## src/rtl/ooksb_pkg.sv

```systemverilog
`timescale 1ns / 1ps
// ----------------------------------------------------------------------------
// ooksb_pkg: shared definitions of the OOK sync-byte demodulator
// Field widths, register indexes, mode codes and the per-packet state record.
// ----------------------------------------------------------------------------
package ooksb_pkg;

    localparam int AMP_W       = 16;
    localparam int TIME_W      = 32;
    localparam int BIT_TIME_W  = 10;
    localparam int PERIOD_W    = 20;   // bit time in microseconds
    localparam int MAX_BYTES_W = 9;
    localparam int BYTE_W      = 8;
    localparam int BITS_W      = 6;
    localparam int LOW_W       = 5;
    localparam int COUNT_W     = 16;

    localparam int IN_DATA_W   = AMP_W + TIME_W;                         // 48
    localparam int OUT_DATA_W  = 3 * BYTE_W + TIME_W + 2 * COUNT_W;      // 88

    localparam int CFG_INDEX_W = 3;
    localparam int CFG_DATA_W  = 16;

    localparam logic [CFG_INDEX_W-1:0] CFG_ON_THRESHOLD  = 3'd0;
    localparam logic [CFG_INDEX_W-1:0] CFG_OFF_THRESHOLD = 3'd1;
    localparam logic [CFG_INDEX_W-1:0] CFG_BIT_TIME_MS   = 3'd2;
    localparam logic [CFG_INDEX_W-1:0] CFG_SYNC_BYTE     = 3'd3;
    localparam logic [CFG_INDEX_W-1:0] CFG_MAX_BYTES     = 3'd4;

    localparam int US_PER_MS = 1000;

    localparam logic [1:0] MODE_IDLE = 2'd0;
    localparam logic [1:0] MODE_SYNC = 2'd1;
    localparam logic [1:0] MODE_RECV = 2'd2;
    localparam logic [1:0] MODE_DONE = 2'd3;

    localparam logic KIND_DATA = 1'b0;
    localparam logic KIND_END  = 1'b1;

    // Everything a soft restart clears; all-zero is the restart value.
    typedef struct packed {
        logic [1:0]        mode;
        logic [BYTE_W-1:0] window;
        logic [BITS_W-1:0] bits;
        logic [BYTE_W-1:0] bytes;
        logic [LOW_W-1:0]  low;
        logic [TIME_W-1:0] bit_start;
        logic [TIME_W-1:0] detect;
        logic [TIME_W-1:0] complete;
    } demod_state_t;

endpackage

```

## src/rtl/ook_sync_byte_demodulator.sv

```systemverilog
`timescale 1ns / 1ps
// ----------------------------------------------------------------------------
// ook_sync_byte_demodulator: on-off-keyed receiver with sync-byte framing
// Slices amplitude samples into bits, hunts for a sync byte and emits the
// bytes of each packet followed by a packet-end record.
// ----------------------------------------------------------------------------
// Usage:
// Each input word on the s_axis channel is one amplitude sample with its
// microsecond timestamp. The block captures it into an input register and,
// once the output register is empty or draining, runs the whole per-sample
// update (threshold compares, bit-period check, shift window, byte and
// low-sample counters); when the sample produces a result, it loads it into
// the m_axis output register. One sample per cycle is sustained while
// m_axis_tready stays high; the limit is the single update stage, which holds
// the demodulator state and must see samples strictly in order.
// The configuration port writes one register per cycle with cfg_wr_en; the
// user must use it only while the block is idle, as the block does not
// enforce this. After reset the thresholds and the sync byte are zero, the
// bit time is 10 ms, the packet limit is 64 bytes, and the counters are
// cleared. When the receiver holds m_axis_tready low, the pending result
// stays in the output register, the sample already captured waits in the
// input register, and s_axis_tready drops until the output frees.
// ----------------------------------------------------------------------------
module ook_sync_byte_demodulator (
    input  logic                                aclk,
    input  logic                                aresetn,
    // Fields from bit 0: amplitude[15:0], now_us[47:16].
    input  logic [ooksb_pkg::IN_DATA_W-1:0]     s_axis_tdata,
    input  logic                                s_axis_tvalid,
    output logic                                s_axis_tready,
    // Fields from bit 0: data_byte[7:0], byte_index[15:8], packet_length[23:16],
    // pkt_span_us[55:24], sync_error_count[71:56], packet_count[87:72].
    output logic [ooksb_pkg::OUT_DATA_W-1:0]    m_axis_tdata,
    // Fields from bit 0: kind[0].
    output logic                                m_axis_tuser,
    output logic                                m_axis_tvalid,
    input  logic                                m_axis_tready,
    input  logic                                cfg_wr_en,
    input  logic [ooksb_pkg::CFG_INDEX_W-1:0]   cfg_wr_index,
    input  logic [ooksb_pkg::CFG_DATA_W-1:0]    cfg_wr_data
);
    import ooksb_pkg::*;

    // Configuration registers. The bit time is kept already scaled to
    // microseconds so the per-sample path only subtracts and compares.
    logic [AMP_W-1:0]       on_thr_reg;
    logic [AMP_W-1:0]       off_thr_reg;
    logic [PERIOD_W-1:0]    period_reg;
    logic [BYTE_W-1:0]      sync_reg;
    logic [MAX_BYTES_W-1:0] max_bytes_reg;

    // Input register.
    logic                   in_valid_reg;
    logic                   in_valid_next;
    logic [AMP_W-1:0]       amp_reg;
    logic [TIME_W-1:0]      now_reg;

    // Demodulator state.
    demod_state_t           st_reg;
    demod_state_t           st_next;
    logic [COUNT_W-1:0]     err_reg;
    logic [COUNT_W-1:0]     err_next;
    logic [COUNT_W-1:0]     pkt_reg;
    logic [COUNT_W-1:0]     pkt_next;

    // Output register.
    logic                   out_valid_reg;
    logic                   out_valid_next;
    logic                   out_kind_reg;
    logic [OUT_DATA_W-1:0]  out_data_reg;

    logic                   proceed;
    logic                   emit;
    logic                   res_kind;
    logic [OUT_DATA_W-1:0]  res_data;

    // The update stage advances when it holds a sample and the output
    // register is empty or being drained in this cycle.
    assign proceed       = in_valid_reg && (!out_valid_reg || m_axis_tready);
    assign s_axis_tready = !in_valid_reg || proceed;

    assign m_axis_tvalid = out_valid_reg;
    assign m_axis_tuser  = out_kind_reg;
    assign m_axis_tdata  = out_data_reg;

    always_comb begin
        in_valid_next = in_valid_reg;
        if (s_axis_tvalid && s_axis_tready) begin
            in_valid_next = 1'b1;
        end else if (proceed) begin
            in_valid_next = 1'b0;
        end
    end

    // Per-sample update, written in the order the decisions are made: the
    // low-sample check always runs after the bit handling of the same sample.
    always_comb begin
        logic                   bit_one;
        logic                   is_low;
        logic                   bit_due;
        logic [TIME_W-1:0]      elapsed;
        logic [MAX_BYTES_W-1:0] limit;
        logic [BYTE_W-1:0]      rx_byte;
        logic                   at_limit;

        st_next  = st_reg;
        err_next = err_reg;
        pkt_next = pkt_reg;
        emit     = 1'b0;
        res_kind = KIND_DATA;
        res_data = '0;

        bit_one  = amp_reg > on_thr_reg;
        is_low   = amp_reg < off_thr_reg;
        elapsed  = now_reg - st_reg.bit_start;
        bit_due  = elapsed >= {{(TIME_W-PERIOD_W){1'b0}}, period_reg};
        limit    = (max_bytes_reg > MAX_BYTES_W'(256)) ? MAX_BYTES_W'(256) : max_bytes_reg;
        rx_byte  = '0;
        at_limit = 1'b0;

        case (st_reg.mode)
            MODE_IDLE: begin
                if (bit_one) begin
                    st_next.detect    = now_reg;
                    st_next.mode      = MODE_SYNC;
                    st_next.window    = '0;
                    st_next.bits      = '0;
                    st_next.bit_start = now_reg;
                    st_next.low       = '0;
                end
            end

            MODE_SYNC: begin
                if (bit_due) begin
                    st_next.window    = {st_reg.window[BYTE_W-2:0], bit_one};
                    st_next.bits      = st_reg.bits + BITS_W'(1);
                    st_next.bit_start = now_reg;
                    if (st_next.bits >= BITS_W'(8)) begin
                        if (st_next.window == sync_reg) begin
                            st_next.mode   = MODE_RECV;
                            st_next.bytes  = '0;
                            st_next.bits   = '0;
                            st_next.window = '0;
                        end else if (st_next.bits > BITS_W'(32)) begin
                            if (err_reg != {COUNT_W{1'b1}}) begin
                                err_next = err_reg + COUNT_W'(1);
                            end
                            st_next = '0;
                        end
                    end
                end
                if (is_low) begin
                    if (st_next.low != {LOW_W{1'b1}}) begin
                        st_next.low = st_next.low + LOW_W'(1);
                    end
                end else begin
                    st_next.low = '0;
                end
                if (st_next.low > LOW_W'(10)) begin
                    st_next = '0;
                end
            end

            MODE_RECV: begin
                if (bit_due) begin
                    st_next.window    = {st_reg.window[BYTE_W-2:0], bit_one};
                    st_next.bits      = st_reg.bits + BITS_W'(1);
                    st_next.bit_start = now_reg;
                    if (st_next.bits == BITS_W'(8)) begin
                        rx_byte  = st_next.window;
                        emit     = 1'b1;
                        res_kind = KIND_DATA;
                        res_data = {pkt_reg, err_reg, {TIME_W{1'b0}}, {BYTE_W{1'b0}},
                                    st_reg.bytes, rx_byte};
                        st_next.bytes  = st_reg.bytes + BYTE_W'(1);
                        st_next.bits   = '0;
                        st_next.window = '0;
                        at_limit = ({1'b0, st_next.bytes} >= limit - MAX_BYTES_W'(1));
                        if (rx_byte == '0 || limit < MAX_BYTES_W'(2) || at_limit) begin
                            st_next.complete = now_reg;
                            if (st_next.bytes != '0) begin
                                st_next.mode = MODE_DONE;
                            end else begin
                                st_next = '0;
                            end
                        end
                    end
                end
                if (is_low) begin
                    if (st_next.low != {LOW_W{1'b1}}) begin
                        st_next.low = st_next.low + LOW_W'(1);
                    end
                end else begin
                    st_next.low = '0;
                end
                if (st_next.low > LOW_W'(15)) begin
                    st_next.complete = now_reg;
                    if (st_next.bytes != '0) begin
                        st_next.mode = MODE_DONE;
                    end else begin
                        st_next = '0;
                    end
                end
            end

            default: begin
                // Packet finished on the previous sample: report it and restart.
                if (pkt_reg != {COUNT_W{1'b1}}) begin
                    pkt_next = pkt_reg + COUNT_W'(1);
                end
                emit     = 1'b1;
                res_kind = KIND_END;
                res_data = {pkt_next, err_reg, st_reg.complete - st_reg.detect,
                            st_reg.bytes, {BYTE_W{1'b0}}, {BYTE_W{1'b0}}};
                st_next  = '0;
            end
        endcase
    end

    always_comb begin
        out_valid_next = out_valid_reg;
        if (proceed && emit) begin
            out_valid_next = 1'b1;
        end else if (m_axis_tready) begin
            out_valid_next = 1'b0;
        end
    end

    always_ff @(posedge aclk) begin
        if (!aresetn) begin
            on_thr_reg    <= '0;
            off_thr_reg   <= '0;
            period_reg    <= PERIOD_W'(10 * US_PER_MS);
            sync_reg      <= '0;
            max_bytes_reg <= MAX_BYTES_W'(64);
        end else if (cfg_wr_en) begin
            case (cfg_wr_index)
                CFG_ON_THRESHOLD:  on_thr_reg  <= cfg_wr_data[AMP_W-1:0];
                CFG_OFF_THRESHOLD: off_thr_reg <= cfg_wr_data[AMP_W-1:0];
                CFG_BIT_TIME_MS: begin
                    period_reg <= PERIOD_W'(PERIOD_W'(cfg_wr_data[BIT_TIME_W-1:0])
                                  * PERIOD_W'(US_PER_MS));
                end
                CFG_SYNC_BYTE:     sync_reg      <= cfg_wr_data[BYTE_W-1:0];
                CFG_MAX_BYTES:     max_bytes_reg <= cfg_wr_data[MAX_BYTES_W-1:0];
                default: ;
            endcase
        end
    end

    always_ff @(posedge aclk) begin
        if (!aresetn) begin
            in_valid_reg  <= 1'b0;
            out_valid_reg <= 1'b0;
            st_reg        <= '0;
            err_reg       <= '0;
            pkt_reg       <= '0;
        end else begin
            in_valid_reg  <= in_valid_next;
            out_valid_reg <= out_valid_next;
            if (proceed) begin
                st_reg  <= st_next;
                err_reg <= err_next;
                pkt_reg <= pkt_next;
            end
        end
    end

    always_ff @(posedge aclk) begin
        if (s_axis_tvalid && s_axis_tready) begin
            amp_reg <= s_axis_tdata[AMP_W-1:0];
            now_reg <= s_axis_tdata[AMP_W +: TIME_W];
        end
        if (proceed && emit) begin
            out_kind_reg <= res_kind;
            out_data_reg <= res_data;
        end
    end

`ifndef SYNTHESIS
    // A packet-end record always reports at least one byte.
    a_end_has_bytes: assert property (@(posedge aclk) disable iff (!aresetn)
        (m_axis_tvalid && m_axis_tuser == KIND_END) |-> (m_axis_tdata[23:16] != '0))
        else $error("packet end record with zero length");

    // A data word carries no packet length and no duration.
    a_data_clean: assert property (@(posedge aclk) disable iff (!aresetn)
        (m_axis_tvalid && m_axis_tuser == KIND_DATA) |->
        (m_axis_tdata[23:16] == '0 && m_axis_tdata[55:24] == '0))
        else $error("data word carries packet-end fields");

    // Done is only reached with a non-empty packet.
    a_done_nonempty: assert property (@(posedge aclk) disable iff (!aresetn)
        (st_reg.mode == MODE_DONE) |-> (st_reg.bytes != '0))
        else $error("done state with empty packet");

    // The bit counter restarts at every eighth bit while receiving.
    a_recv_bits: assert property (@(posedge aclk) disable iff (!aresetn)
        (st_reg.mode == MODE_RECV) |-> (st_reg.bits < BITS_W'(8)))
        else $error("receive bit counter passed a byte boundary");

    // Signal loss in sync restarts as soon as the low run exceeds ten samples.
    a_sync_low: assert property (@(posedge aclk) disable iff (!aresetn)
        (st_reg.mode == MODE_SYNC) |-> (st_reg.low <= LOW_W'(10)))
        else $error("sync low run not handled");
`endif

endmodule

```

## config.mk

```make
export PLATFORM = sky130hd
export DESIGN_NAME = ook_sync_byte_demodulator
export DESIGN_NICKNAME = d
export VERILOG_FILES = /design/src/rtl/ooksb_pkg.sv /design/src/rtl/ook_sync_byte_demodulator.sv
export SDC_FILE = /design/constraint.sdc
export NUM_CORES = 1
export LEC_CHECK = 0
export BUFFER_PORTS_ARGS = -buffer_cell sky130_fd_sc_hd__buf_2
export CELL_PAD_IN_SITES_DETAIL_PLACEMENT = 0
export CELL_PAD_IN_SITES_GLOBAL_PLACEMENT = 2
export CORE_MARGIN = 1
export CORE_UTILIZATION = 42
export DETAILED_ROUTE_END_ITERATION = 10
export GPL_TIMING_DRIVEN = 0
export PLACE_DENSITY_LB_ADDON = 0.1
export SLEW_MARGIN = 10
export SYNTH_ARGS = -nofsm -noshare
export SYNTH_HDL_FRONTEND = slang
export SYNTH_SLANG_ARGS = --single-unit
```

## constraint.sdc

```tcl
create_clock -name aclk -period 20.8 [get_ports aclk]
set_input_delay 6.24 -clock aclk [delete_from_list [all_inputs] [get_ports aclk]]
set_output_delay 6.24 -clock aclk [all_outputs]
set_load 0.05 [all_outputs]
```

Word level (Yosys, flattened, before mapping)
Cells that the tools add are included.
- word-level logic and storage cells: 137
- output and inout bits: 91
- register bits: 362
- input port bits: 72
- magnitude comparators: 10
- eq/ne operators: 21
- bitwise gates (word level): 3
- reduce and logical (&&, ||, !) cells: 31
- $mul: 1
- mux-type cells: 41
- $add $sub $neg: 9
- operator list (kind ; count):
    two-way mux 125 bit ; 10
    case mux 69 bit (3 select lines) ; 1
    two-way mux 88 bit ; 2
    case mux 88 bit (2 select lines) ; 1
    two-way mux 123 bit ; 1
    two-way mux 109 bit ; 1
    two-way mux 101 bit ; 1
    case mux 32 bit (3 select lines) ; 1
    two-way mux 69 bit ; 1
    subtractor 32 bit ; 2
    case mux 16 bit (3 select lines) ; 1
    adder 16 x 1 -> 16 bit (second input constant) ; 2
    greater-or-equal comparator 32 x 20 -> 1 bit ; 1
    two-way mux 16 bit ; 2
    != test 16 bit (second input constant) ; 2
    two-way mux 5 bit ; 6
    two-way mux 24 bit ; 1
    case mux 8 bit (3 select lines) ; 1
    != test 3 bit (second input constant) ; 7
    multiplier 10 x 7 -> 17 bit (second input constant) ; 1
    greater-than comparator 16 bit ; 1
    less-than comparator 16 bit ; 1
    nonzero test 8 bit ; 2
    AND reduction 2 bit ; 7
    other kinds (40) ; 60

Logic depth before layout (Yosys ltp)
Gate-level depths: netlist (run 1).
- depth after elaboration: 16
- depth in mapped cells: 31
- gate-level depth less buffers: 30

Least setup slack after synthesis (run 1)
Ideal clock, no wire load.
- kind: input port to output port
- start point: input port m_axis_tready
- end point: output port s_axis_tready
- cell stages on the path: 2
- required time: 14.560 ns
- data arrival time: 6.789 ns
- setup slack: 7.771 ns
- buffers on the path: 0
- cell sequence: nor2b_1 > nand2_1
- word-level cells in the longest chain between the ends: 3
- ends and longest elaborated chain (element ; RTL line ; RTL):
    start, declared ; ook_sync_byte_demodulator.sv:37 ; input logic m_axis_tready,
    logical OR 1 bit ; ook_sync_byte_demodulator.sv:79 ; assign proceed = in_valid_reg && (!out_valid_reg || m_axis_tready);
    logical AND 1 bit ; ook_sync_byte_demodulator.sv:79 ;
    logical OR 1 bit ; ook_sync_byte_demodulator.sv:80 ; assign s_axis_tready = !in_valid_reg || proceed;
    end, declared ; ook_sync_byte_demodulator.sv:30 ; output logic s_axis_tready,
No other way between the ends.

Worst setup path after layout (run 1)
Same ends and word-level chain as after synthesis.

==> flow_metrics.tcl, run 1 <==
set metrics [dict create \
    status "complete, no violations" \
    worstMarginPinSlew_ns 0.921 \
    synthDistinctLibCells 85 \
    die_h_um 225 \
    synth_top_flop_cell "dfxtp_1" \
    netlist_area_mm2 0.0209 \
    synth-seq-cells 361 \
    grt_pass1_wl_mm 89.6 \
    leakagePower_uw 0.00938 \
    finalClockSkew_ns 0.0239 \
    synth.avg_cell_area_um2 9.34 \
    cts_tree "done" \
    slew_violations 0 \
    viasPerCell 5.34 \
    initial_core_util_pct 42.6 \
    die_area_mm2 0.0507 \
    multi_input_area_mm2 0.0112 \
    synth_mux_area_share_pct 2.23 \
    finalHoldWorstSlack_ns 0.448 \
    ys_async_sr_fraction_pct 0 \
    track_usage_pct 22.5 \
    worstPathRequired_ns 14.56 \
    wl_per_cell_um 18.0 \
    numCtsBuffers 43 \
    pin_count 163 \
    max_freq_ghz 0.0752 \
    finalHoldViolCount 0 \
    setup_viol 0 \
    ir_drop_mv 0.0636 \
    rsz0062_at_grt "false" \
    largest_reg_flops 124 \
    synth_nets 2512 \
    yosysTopAreaCell "dfxtp_1" \
    use_met3_pct 3.30 \
    hold_class "flop to flop" \
    fin_ws_ns 7.51 \
    dr.pass1.iters 7 \
    finalWirelength_mm 56.6 \
    num_rows 81 \
    crit_path_end_kind "output port" \
    synth_compound_area_share_pct 16.8 \
    synth-adder-area-share_pct 13.2 \
    yosys.area_share.simple_pct 17.5 \
    period_share_pct 63.9 \
    numClockSinks 361 \
    ys_seq_area_share_pct 41.1 \
    coreArea_mm2 0.0491 \
    dieWidth_um 225 \
    use_met2_pct 35.3 \
    postCtsSetupRepairBufs 0 \
    area_delta_synth_final_pct 15.2 \
    crit_fanout 5 \
    io_buffers 161 \
    final_cell_area_mm2 0.0241 \
    placed_area_mm2 0.0226 \
    top_usage_layer "met2" \
    period_needed_ns 13.29 \
    relSlewSlack_pct 38.6 \
    synth_edf_count 137 \
    grt-ovfl-total 0 \
    drive_above_1_share_pct 11.9 \
    crit_type "input port to output port" \
    clk_pin_slew_ns 0.05 \
    crit_arrival_ns 7.05 \
    place_congestion 0.854 \
    seq_area_mm2 0.00860 \
    yosys_warnings 0 \
    netlist_instances 2238 \
    first_iter_violations 1006 \
    fin_nets 2720 \
    htreeDepth 2 \
    nFillCells 4811 \
    grt_antenna_before_repair 1 \
    ctsHoldBuffers 0 \
    insertion_delay_ns 0.59 \
    clockBufferDepth 3 \
    first_global_vias 16400 \
    synth_top_area_share_pct 21.5 \
    grt_max_degree 49 \
    setup-tns-final_ns 0 \
    cts_resized 0 \
    synth_top_family_by_area "simple AND/OR/NAND/NOR gates" \
    maxCapViolations 0 \
    synth_xor_area_share_pct 3.94 \
    p_per_area_mw_per_mm2 82.1 \
    final_util_pct 49.1 \
    dp_hpwl_mm 43.1 \
    ant_nets 0 \
    worstSetupStartpointType "input port" \
    grt_use_met1_pct 32.1 \
    via_count 16800 \
    synthTopCellsByArea "dfxtp_1 21%, edfxtp_1 20%, ha_1 10%" \
    root_buffer "clkbuf_16" \
    pre_cts_ws_ns 7.48 \
    drc_errors 0 \
]
-- worst paths after layout --
path	startpoint	endpoint	slack, ns	cells after the start
max	m_axis_tready	s_axis_tready	7.51	4
max reg2reg	now_reg[0]$_DFFE_PP_	st_reg[84]$_SDFFE_PN0P_	12.35	30
min reg2reg	period_reg[12]$_SDFFE_PN0P_	period_reg[12]$_SDFFE_PN0P_	0.45	2
min	period_reg[12]$_SDFFE_PN0P_	period_reg[12]$_SDFFE_PN0P_	0.45	2
-- per-layer routing --
| layer | up-vias | wire length [um] |
|---|---|---|
| met2 | 325 | 24600 |
| li1 | 8401 | - |
| met1 | 7989 | 28400 |
| met5 | - | 0 |
| met4 | 0 | 1370 |
| met3 | 87 | 2210 |
-- cell families after synthesis --
kind of cell	count (synthesis)
muxes	46
adders and majority gates	202
buffers and inverters	255
and+or+nand+nor	766
xor gates and xnor gates	94
AOI/OAI and AO/OA	514
DFF	361
-- through the flow --
| step | total power (uW) | std cells |
|---|---|---|
| after global routing | 2080 | 3144 |
| after detailed placement | 1200 | 3065 |
| final | 1980 | 3145 |
| after global placement | 1190 | 3063 |
| after floorplan | 1100 | 2238 |
| after CTS | 2000 | 3144 |
-- synth_stat cells (all sizes together), types with 28 or more instances --
cell type / number
a21o: 38
a21oi: 167
a22o: 82
and3: 37
buf: 28
clkbuf: 60
dfxtp: 224
edfxtp: 137
fa: 32
ha: 170
inv: 166
mux2i: 41
nand2: 287
nand3: 56
nand4: 33
nor2: 153
nor2b: 38
nor3: 46
o21ai: 65
xnor2: 48
xor2: 46
-- layout by cell type, fill, tap and decap left out, drive strengths merged, types with 14 or more instances in the layout --
| master | instances |
|---|---|
| nand2b | 26 |
| and2 | 22 |
| nor3 | 46 |
| nand3 | 56 |
| o211ai | 19 |
| nand4 | 33 |
| nor2b | 38 |
| nor2 | 153 |
| mux2i | 41 |
| o21ai | 65 |
| inv | 169 |
| a21oi | 167 |
| a211oi | 18 |
| a31oi | 23 |
| ha | 170 |
| or3 | 24 |
| clkbuf | 112 |
| xor2 | 46 |
| edfxtp | 137 |
| nand2 | 287 |
| a21o | 38 |
| dfxtp | 224 |
| and3 | 37 |
| buf | 191 |
| xnor2 | 48 |
| clkinv | 15 |
| a22o | 82 |
| o21bai | 14 |
| fa | 32 |
-- area by class of cell --
class                           count  area share [%]
Timing Repair Buffer              163            3.51
Clock buffer                       52            4.74
Inverter                          167            2.60
Clock inverter                     27            1.42
Tap cell                          664            3.45
Multi-Input combinational cell   1622            46.7
Buffer                             88            1.81
Sequential cell                   361            35.7
Antenna cell                        1          0.0104
-- where the power goes --
group	internal (uW)	switching (uW)
clock	480	315
combinational	173	237
sequential	754	16.3
total	1410	568
-- critical path, cell delays in order --
cell,delay [ns]
buf_2,0.10
nor2b_1,0.32
nand2_1,0.15
buf_2,0.24
Power figures use the tool's default switching activity.
==> run 2: changes to the inputs <==
--- a/config.mk
+++ b/config.mk
@@ -9,7 +9,7 @@
 export CELL_PAD_IN_SITES_DETAIL_PLACEMENT = 0
 export CELL_PAD_IN_SITES_GLOBAL_PLACEMENT = 2
 export CORE_MARGIN = 1
-export CORE_UTILIZATION = 42
+export CORE_UTILIZATION = 39
 export DETAILED_ROUTE_END_ITERATION = 10
 export GPL_TIMING_DRIVEN = 0
 export PLACE_DENSITY_LB_ADDON = 0.1
==> constraint.sdc (replaced) <==
create_clock -name aclk -period 13.2 [get_ports aclk]
set_input_delay 3.96 -clock aclk [delete_from_list [all_inputs] [get_ports aclk]]
set_output_delay 3.96 -clock aclk [all_outputs]
set_load 0.05 [all_outputs]
==> flow_metrics.tcl, run 2 (synthesized netlist as in run 1, its figures left out) <==
set metrics [dict create \
    period_needed_ns 8.64 \
    die_h_um 233 \
    pin_count 163 \
    finalClockSkew_ns 0.0233 \
    fin_nets 2721 \
    startpoint "m_axis_tready" \
    fin_ws_ns 4.56 \
    seq_area_mm2 0.00860 \
    worstPathRequired_ns 9.24 \
    clockBufferDepth 3 \
    insertion_delay_ns 0.58 \
    crit_path_end_kind "output port" \
    dieWidth_um 233 \
    first_global_vias 16100 \
    period_share_pct 65.5 \
    multi_input_area_mm2 0.0112 \
    largest_reg_flops 124 \
    setup_viol 0 \
    crit_path_frequent_cell "buf_2" \
    numClockSinks 361 \
    max_freq_ghz 0.116 \
    cpPeakStageDelay_ns 0.27 \
    cts_resized 0 \
    endpoint "s_axis_tready" \
    reg2reg_to "st_reg[89]$_SDFFE_PN0P_" \
    area_delta_synth_final_pct 15.1 \
    nFillCells 5222 \
    slew_violations 0 \
    crit_fanout 5 \
    die_area_mm2 0.0545 \
    diodes 0 \
    first_iter_violations 940 \
    grt_pass1_wl_mm 90.3 \
    dp_hpwl_mm 44.3 \
    worstSetupStartpointType "input port" \
    io_buffers 161 \
    hold_class "flop to flop" \
    coreArea_mm2 0.0528 \
    place_congestion 0.854 \
    htreeDepth 2 \
    cp_slowest_cell "nor2b_1" \
    finalHoldWorstSlack_ns 0.453 \
    initial_core_util_pct 39.6 \
    grt_antenna_before_repair 1 \
    hp-start "period_reg[16]$_SDFFE_PN0P_" \
    dr.pass1.iters 8 \
    wl_per_cell_um 18.2 \
    finalWirelength_mm 57.7 \
    rsz0062_at_grt "false" \
    via_count 16800 \
    leakagePower_uw 0.00935 \
    layout_commonest_cell "nand2_1" \
    path_buf_inv 2 \
    root_buffer "clkbuf_16" \
    setup-tns-final_ns 0 \
    dpl.cell_count 3090 \
    final_cell_mix "287 x nand2_1, 224 x dfxtp_1, 175 x buf_2, 170 x ha_1, 167 x a21oi_1" \
    cts_tree "done" \
    reg2reg_slack_ns 4.71 \
    critPathTopFamily "simple AND/OR/NAND/NOR gates" \
    status "finished with violations" \
    ctsHoldBuffers 0 \
    clk_pin_slew_ns 0.06 \
    finalNonFillerCells 3168 \
    finalHoldViolCount 0 \
    grt_max_degree 35 \
    track_usage_pct 21.2 \
    critical_path_depth 4 \
    p_per_area_mw_per_mm2 128 \
    pre_cts_ws_ns 4.14 \
    final_util_pct 45.6 \
    grt-ovfl-total 0 \
    drc_errors 16 \
    viasPerCell 5.29 \
    path_cells "buf_2, nor2b_1, nand2_1, buf_2" \
    drive_above_1_share_pct 11.7 \
    ant_nets 0 \
    num_rows 84 \
    crit_type "input port to output port" \
    violations "design-rule violations" \
    r2r_start "now_reg[0]$_DFFE_PP_" \
    relSlewSlack_pct 33.2 \
    worstMarginPinSlew_ns 1.00 \
    maxCapViolations 0 \
    reg2regPathDepth 30 \
    crit_arrival_ns 4.68 \
    postCtsSetupRepairBufs 0 \
    numCtsBuffers 43 \
    ir_drop_mv 0.0895 \
]
[run 2: report_power, final]
| group | switching (uW) | internal (uW) | total, uW | leakage [uW] |
|---|---|---|---|---|
| combinational | 375 | 273 | 648 | 0.00562 |
| sequential | 26.0 | 1190 | 1210 | 0.00304 |
| clock | 487 | 726 | 1210 | 0.000684 |
[run 2: worst reg2reg max path, delay by kind of cell (launching register included)]
family,cells,cell delay [ns]
adders and majority gates,4,1.09
DFF,1,0.47
and+or+nand+nor,12,3.02
buffers and inverters,2,0.45
AOI/OAI and AO/OA,11,3.23
xor gates and xnor gates,1,0.20
[run 2: how the worst min path moves through the flow]
stage	endpoint	slack, ns	cells past startpoint
finish	period_reg[16]$_SDFFE_PN0P_	0.45	2
global route	on_thr_reg[1]$_SDFFE_PN0P_	0.48	2
CTS	period_reg[16]$_SDFFE_PN0P_	0.45	2
detailed placement	period_reg[16]$_SDFFE_PN0P_	0.45	2
global placement	on_thr_reg[3]$_SDFFE_PN0P_	0.44	2
floorplan	period_reg[11]$_SDFFE_PN0P_	0.43	2
[run 2: layout make-up]
class / instances / area share [%]
Clock inverter: 21 / 1.14
Timing Repair Buffer: 164 / 3.60
Multi-Input combinational cell: 1622 / 46.8
Inverter: 167 / 2.61
Tap cell: 688 / 3.58
Clock buffer: 57 / 4.73
Sequential cell: 361 / 35.8
Buffer: 88 / 1.82
[run 2: per-layer routing]
metal | track usage, % | wire (um) | vias up
met5 | 0 | 13 | -
met2 | 33.9 | 25700 | 341
li1 | - | - | 8403
met1 | 30.1 | 28600 | 7949
met4 | 5.50 | 1110 | 2
met3 | 2.66 | 2220 | 76
[run 2: through the flow]
stage               cell area (um2)  total power (uW)
global route                  24000              3250
CTS                           24000              3110
global placement              22600              1880
finish                        24000              3080
floorplan                     20900              1730
detailed placement            22600              1890
==> run 3: changes to the inputs <==
--- a/config.mk
+++ b/config.mk
@@ -9,7 +9,7 @@
 export CELL_PAD_IN_SITES_DETAIL_PLACEMENT = 0
 export CELL_PAD_IN_SITES_GLOBAL_PLACEMENT = 2
 export CORE_MARGIN = 1
-export CORE_UTILIZATION = 39
+export CORE_UTILIZATION = 35
 export DETAILED_ROUTE_END_ITERATION = 10
 export GPL_TIMING_DRIVEN = 0
 export PLACE_DENSITY_LB_ADDON = 0.1
==> constraint.sdc (replaced) <==
create_clock -name aclk -period 7.7 [get_ports aclk]
set_input_delay 2.31 -clock aclk [delete_from_list [all_inputs] [get_ports aclk]]
set_output_delay 2.31 -clock aclk [all_outputs]
set_load 0.05 [all_outputs]
==> flow_metrics.tcl, run 3 (synthesized netlist as in run 1, its figures left out) <==
set metrics [dict create \
    ir_drop_mv 0.163 \
    worstPathRequired_ns 8.17 \
    crit_type "flop to flop" \
    p_clk_share_pct 38.7 \
    p_per_area_mw_per_mm2 214 \
    finalHoldViolCount 0 \
    crit_path_end_kind "flop" \
    dp_hpwl_mm 45.7 \
    worstMarginPinSlew_ns 1.09 \
    first_iter_violations 976 \
    grt_pass1_wl_mm 94.1 \
    comb_power_share_pct 21.7 \
    fin_nets 2756 \
    drc_errors 0 \
    wl_per_cell_um 18.3 \
    reg2reg_slack_ns 0.24 \
    relSlewSlack_pct 27.4 \
    period_share_pct 96.9 \
    num_rows 89 \
    hold_class "flop to flop" \
    period_needed_ns 7.46 \
    pre_cts_ws_ns -0.894 \
    finalClockSkew_ns 0.0307 \
    cpPeakStageDelay_ns 0.60 \
    initial_core_util_pct 35.4 \
    clockBufferDepth 3 \
    track_usage_pct 19.9 \
    io_buffers 161 \
    diodes 0 \
    first_global_vias 16500 \
    ant_nets 0 \
    grt_antenna_before_repair 1 \
    maxCapViolations 0 \
    via_count 16900 \
    fin_ws_ns 0.241 \
    finalHoldWorstSlack_ns 0.451 \
    path_buf_inv 2 \
    numClockSinks 361 \
    htreeDepth 2 \
    max_freq_ghz 0.134 \
    drive_above_1_share_pct 14.0 \
    power_switching_uw 1540 \
    power_report.internal_total_uw 3720 \
    crit_arrival_ns 7.93 \
    p_sw_share_pct 29.3 \
    finalWirelength_mm 60.3 \
    clk_pin_slew_ns 0.06 \
    numCtsBuffers 43 \
    place_congestion 0.859 \
    setup_viol 0 \
    dr.pass1.iters 5 \
    status "complete, no violations" \
    slew_violations 0 \
    seq_power_share_pct 39.6 \
    dieWidth_um 246 \
    final_cell_mix "287 x nand2_1, 224 x dfxtp_1, 175 x buf_2, 165 x inv_1, 165 x ha_1" \
    total_power_uw 5260 \
    ctsHoldBuffers 0 \
    critPathTopFamily "simple AND/OR/NAND/NOR gates" \
    worstSetupStartpointType "flop" \
    root_buffer "clkbuf_16" \
    grt_max_degree 49 \
    viasPerCell 5.13 \
    cp_slowest_cell "or4_4" \
    insertion_delay_ns 0.60 \
    crit_path_frequent_cell "nand4_1" \
    grt-ovfl-total 0 \
    cts_tree "done" \
    pin_count 163 \
    coreArea_mm2 0.0590 \
    leakagePower_uw 0.00954 \
    crit_fanout 10 \
    largest_reg_flops 124 \
    layout_commonest_cell "nand2_1" \
    die_h_um 246 \
    area_delta_synth_final_pct 17.6 \
    die_area_mm2 0.0607 \
]
run 3: layout make-up:
cell class / instances / area, um2
fillers: 6013 / 34400
multi-input cells: 1622 / 11400
flip-flops and latches: 361 / 8600
clock buffers: 58 / 1190
repair buffers: 199 / 1140
well taps: 773 / 967
inverters: 167 / 627
plain buffers: 88 / 437
clock inverters: 22 / 219
run 3: tightest hold or removal path, delay by kind of cell (launching register included):
kind / cells / cell delay [ns]
and+or+nand+nor: 1 / 0.05
DFF: 1 / 0.31
AOI/OAI and AO/OA: 1 / 0.05
run 3: worst paths after layout:
check / start / to / depth (start not counted)
min reg2reg: period_reg[12]$_SDFFE_PN0P_ / period_reg[12]$_SDFFE_PN0P_ / 2
max reg2reg: now_reg[1]$_DFFE_PP_ / st_reg[78]$_SDFFE_PN0P_ / 29
max: now_reg[1]$_DFFE_PP_ / st_reg[78]$_SDFFE_PN0P_ / 29
min: period_reg[12]$_SDFFE_PN0P_ / period_reg[12]$_SDFFE_PN0P_ / 2
run 3: stage by stage:
stage	cell area [um2]	setup TNS [ns]	cells	util, %
5_1_grt	24600	-7.45	3290	41.7
3_3_place_gp	22700	-167.68	3172	38.4
2_1_floorplan	20900	0	2238	-
3_5_place_dp	22700	-87.25	3175	38.5
6_report	24600	0	3290	41.7
4_1_cts	24400	0	3283	41.4
run 3: power groups by stage:
stage	clock (uW)	combinational, uW	sequential, uW
floorplan	0	821	2140
global placement	0	1110	2120
CTS	2100	1150	2080
detailed placement	0	1120	2120
finish	2040	1140	2080
global route	2180	1300	2090
run 3: what timing repair did:
item / 4_1_cts / 5_1_grt
resized for setup: 12 / 21
cloned: 0 / 0
buffers inserted: 28 / 7
pin swaps: 13 / 19
setup endpoints to repair: 134 / 122
run 3: routing by layer:
metal	vias up	GRT usage [%]	routed length, um
met5	-	0	8
met4	2	4.39	1150
met3	78	2.79	2220
met2	313	32.0	27200
met1	7989	28.0	29700
li1	8483	-	-
